<file path="src/rtl/open_addressed_hash_table_unit_defines.svh">
// Assertion macros shared by the hash table RTL.
`ifndef OPEN_ADDRESSED_HASH_TABLE_UNIT_DEFINES_SVH
`define OPEN_ADDRESSED_HASH_TABLE_UNIT_DEFINES_SVH

// Check a condition at every clock edge out of reset.
`define OAHT_ASSERT_ALWAYS(lbl, cond, msg) \
  lbl: assert property (@(posedge clk) disable iff (!rst_n) (cond)) else $error(msg);

// Check that a condition holds in the cycle after a trigger.
`define OAHT_ASSERT_NEXT(lbl, ante, cons, msg) \
  lbl: assert property (@(posedge clk) disable iff (!rst_n) (ante) |=> (cons)) else $error(msg);

`endif

</file>
<file path="src/rtl/oaht_ram.sv">
// Generic simple dual-port RAM with one write port and a registered read port.
module oaht_ram #(
  parameter int WIDTH = 8,
  parameter int DEPTH = 16
) (
  input  logic                     clk,
  input  logic                     we,
  input  logic [$clog2(DEPTH)-1:0] waddr,
  input  logic [WIDTH-1:0]         wdata,
  input  logic [$clog2(DEPTH)-1:0] raddr,
  output logic [WIDTH-1:0]         rdata
);

  logic [WIDTH-1:0] mem [DEPTH];
  logic [WIDTH-1:0] rdata_r;

  always_ff @(posedge clk) begin
    if (we) begin
      mem[waddr] <= wdata;
    end
    rdata_r <= mem[raddr];
  end

  assign rdata = rdata_r;

endmodule

</file>
<file path="config.mk">
export PLATFORM = sky130hd
export DESIGN_NAME = oaht_ram
export DESIGN_NICKNAME = d
export VERILOG_FILES = /design/src/rtl/open_addressed_hash_table_unit_defines.svh /design/src/rtl/oaht_ram.sv
export SDC_FILE = /design/constraint.sdc
export NUM_CORES = 1
export LEC_CHECK = 0
export BUFFER_PORTS_ARGS = -buffer_cell sky130_fd_sc_hd__buf_2
export CAP_MARGIN = 20
export CORE_ASPECT_RATIO = 1.4
export CORE_MARGIN = 4
export CORE_UTILIZATION = 52
export DETAILED_ROUTE_END_ITERATION = 10
export GPL_TIMING_DRIVEN = 0
export HOLD_SLACK_MARGIN = 0.03
export PLACE_DENSITY = 0.76
export SYNTH_ARGS = -nofsm -noshare
export SYNTH_HDL_FRONTEND = slang
export SYNTH_SLANG_ARGS = --single-unit
</file>
<file path="constraint.sdc">
create_clock -name clk -period 2.8 [get_ports clk]
set_clock_uncertainty 0.15 [all_clocks]
set_input_delay 0.42 -clock clk [delete_from_list [all_inputs] [get_ports clk]]
set_output_delay 0.42 -clock clk [all_outputs]
set_load 0.01 [all_outputs]
</file>
## After elaboration in Yosys (flattened, before gate mapping)

Memory sizes are Yosys's and may differ from the RTL's. A register that Yosys moved wholly into a read port is not among the register bits.
Cells that the tools add are included.

| storage, ports and cells | value |
|---|---|
| input port bits | 18 |
| register bits after elaboration | 0 |
| memories kept | 1 |
| bits in writable memories | 128 |

Memories:

| name | depth | bits a word | read ports | clocked after Yosys merged registers in | wr ports | RTL line | RTL |
|---|---|---|---|---|---|---|---|
| mem | 16 | 8 | 1 | 1 | 1 | oaht_ram.sv:14 | `logic [WIDTH-1:0] mem [DEPTH];` |

| operators by class | value |
|---|---|
| mux-type cells | 2 |

Operators with widths:

| operator | count |
|---|---|
| $mux 1 | 2 |

## Logic depth before layout (Yosys ltp)

| logic depth | value |
|---|---|
| word-level depth | 2 |
| mapped depth | 5 |

## Worst setup path after synthesis

No wires, ideal clock.

| timing path | value |
|---|---|
| path kind | input port to flip-flop |
| start point | in waddr[2] |
| end point | mem mem[0][0], enable pin |
| setup slack | 0.737 ns |
| data required time | 2.267 ns |
| library setup time | 0.383 ns |
| cell stages on the path | 2 |
| arrival time | 1.530 ns |
| path through | or3b_2 -> nor3_1 |

RTL lines:

| item | RTL line | RTL |
|---|---|---|
| from (decl) | oaht_ram.sv:8 | `input logic [$clog2(DEPTH)-1:0] waddr,` |
| to (decl) | oaht_ram.sv:14 |  |

Straight into the memory's write port.

## Worst setup path in the final report

| timing path | value |
|---|---|
| start point | in waddr[2] |
| end point | mem mem[3][3], enable pin |

Straight into the memory's write port.

==> impl_results.md <==
* Seq/Total Area, Yosys at 0.7778
* Die height at 125.7 um
* Yosys cell types at 19
* Slew @ Worst Pin at 0.8459 ns
* Row Count at 42
* Post-route ant nets at 0
* Hold Startpoint: wdata[5]
* Hold WS at 0.2633 ns
* Port bufs at 24
* Initial antenna violation count at 0
* Netlist Area Pre-Place at 0.005147 mm^2
* Slowest-stage cell, CP: nor2_1
* DRC at 0
* Htree depth at 4
* Wirelength per Cell at 23.20 um
* Hold EP: mem[5][5]
* Die W at 92.09 um
* Post-Route WL at 9768 um
* Vias per cell at 5.841
* R2r startpoint: mem[1][1]
* Pint at 0.003671 W
* Setup ws final at 0.9692 ns
* Crit path time final at 1.831 ns
* Fin crit share at 0.6538
* Post-synth top flop: edfxtp_1
* Most common cell in the netlist: edfxtp_1
* Crit path largest cell delay at 0.64 ns
* Run status: finished, final reports clean
* First-pass GRT wire length at 15230 um
* CP max FO at 8
* Worst setup EP type: flop
* Die area at 0.01158 mm^2
* Syn. warnings at 0
* FF-to-FF setup slack at 1.17 ns
* R2R cell count at 3
* Final hold vios at 0
* Effective utilization at floorplan at 0.5382
* Syn_area_per_cell at 22.48 um^2
* Placed Cells at 389
* Syn Nets at 247
* Max Cap Viol at 0
* Worst endpoint data arrival time at 1.71 ns
* Clock share of power at 0.446
* NetSw at 0.0008642 W
* Post-synth top area cell: edfxtp_1
* Hold path cells at 1
* Crit Path Category: input port to flop
* TritonRoute pass-1 iters at 5
* Worst setup SP type: input port
* Area contributors post-synth: edfxtp_1, mux4_2, mux4_1, dfxtp_1, a22oi_1
* TNS Setup at 0 ns
* 1st-iter DRT viols at 367
* IO Pins at 26
* Leakage power at 2.034 nW
* Clk root buf: clkbuf_16
* FFs w/ async S/R, synth at 0
* Slew HR at 0.4340
* Comb power frac at 0.049
* Net Sw Frac at 0.1906
* Synth cell count leaders: edfxtp_1, mux4_2, a22oi_1
* Fmax at 0.5462 GHz
* Final HPWL DP at 6292 um
* Vias in the first global route at 2553
* Post_cts resized at 0
* Largest delay share family, worst path: simple AND/OR/NAND/NOR gates
* Terminus of the critical flop-to-flop path: rdata[1]
* Vias at 2459
* Hold Path Class: input port to flop
* Mapped Cells at 229
* Worst-path cell chain: buf_2 > or3b_2 > nor2_1
* Layout cell share with drive strength beyond 1 at 0.2837
* Non-Filler Instances at 421
* GRT Total Usage at 0.1893
* Worst VDD drop at 536.7 uV
* Max Buffers Root-to-Sink at 2
* RSZ-0062 raised after global routing: false
* Core Area at 0.009564 mm^2
* Pre-CTS setup slack at 0.5481 ns
* Setup-failing EPs final at 0
* Synthesis-stage register bit count at 136
* Antenna cells at 0
* CTS Sinks at 136
* Syn-to-layout area delta at 16.82%
* Max-slew violations at 0
* WP data required at 2.68 ns
* Seq pwr share at 0.505
* Hold buffer count at cts at 0
* CTS tree: built
* Overflow after GRT at 0
* Worst-path clk slew at 0.05 ns
* Post-CTS setup buffer count at 0
* Worst-Skew Late Latency at 0.41 ns
* Pin count of the biggest net entering global routing at 17
* Number of synthesized flops with an enable pin at 128
* Placer Congestion at 0.8148
* Total Nets Final at 294
* CP Buf/Inv Count at 1
* Post-synth top area share at 0.7467
* Total CTS buffers at 17
* PD cells at 754.2 mW/mm^2
worst max-delay path by stage:
stage                        start  depth (start not counted)         to  slack, ns
after floorplan           waddr[2]                          2  mem[0][0]       0.74
after global placement    waddr[2]                          3  mem[0][1]       0.23
after detailed placement  waddr[2]                          3  mem[3][1]       0.55
after CTS                 waddr[2]                          3  mem[3][5]       0.97
after global routing      waddr[2]                          3  mem[3][3]       0.91
final                     waddr[2]                          3  mem[3][3]       0.97
power by group through the flow:
stage / clock (W) / sequential [W] / combinational, W
finish: 0.00202 / 0.00229 / 0.000222
global route: 0.00216 / 0.00229 / 0.000239
CTS: 0.00205 / 0.00229 / 0.000222
detailed placement: 0 / 0.00233 / 0.000220
global placement: 0 / 0.00233 / 0.000214
floorplan: 0 / 0.00233 / 0.000116
flip-flops by register name (all words and copies together) (netlist names):
name   cells
mem      128
rdata      8
layout by cell type (no fill, tap or decap):
cell type,synthesis,final
nand3_1,1,1
nand2b_1,2,2
clkbuf_1,0,7
and2_1,1,1
buf_6,3,3
buf_4,1,3
edfxtp_1,128,128
dfxtp_1,8,8
nand2_1,9,9
nor3_1,4,4
clkinv_2,0,2
and2b_1,1,1
clkdlybuf4s25_2,3,3
clkbuf_16,0,18
nor2b_1,1,1
nand3b_1,2,2
a22oi_1,16,16
nor2_1,13,13
clkbuf_8,0,5
or3b_2,1,1
buf_2,3,29
mux4_2,18,18
mux4_1,14,14
kinds of logic after synthesis:
family,share of synthesized area
muxes,0.1502
DFF,0.7778
and+or+nand+nor,0.03184
AOI/OAI and AO/OA,0.02334
buffers and inverters,0.01677
metrics by stage:
| stage | total power, W | util | cell area, um^2 |
|---|---|---|---|
| 4_1_cts | 0.004561 | 0.6287 | 6013 |
| 3_5_place_dp | 0.002550 | 0.5706 | 5458 |
| 3_3_place_gp | 0.002540 | 0.5680 | 5433 |
| 5_1_grt | 0.004687 | 0.6287 | 6013 |
| 2_1_floorplan | 0.002450 | - | 5147 |
| 6_report | 0.004535 | 0.6287 | 6013 |
area by class of cell:
| class | count | area [um^2] |
|---|---|---|
| flip-flops and latches | 136 | 4004 |
| fillers | 660 | 3551 |
| multi-input cells | 83 | 1057 |
| clock buffers | 30 | 545.5 |
| well taps | 132 | 165.2 |
| repair buffers | 28 | 145.1 |
| plain buffers | 10 | 86.33 |
| clock inverters | 2 | 10.01 |
routing by layer:
metal | track usage | part of all wire | up-vias
met1 | 0.2313 | 0.39 | 1252
met3 | 0.05668 | 0.061 | 23
li1 | - | - | 1071
met2 | 0.3046 | 0.51 | 113
met4 | 0.1006 | 0.035 | 0
met5 | 0 | 0 | -
Note: power is estimated with default switching activity, not from simulation.
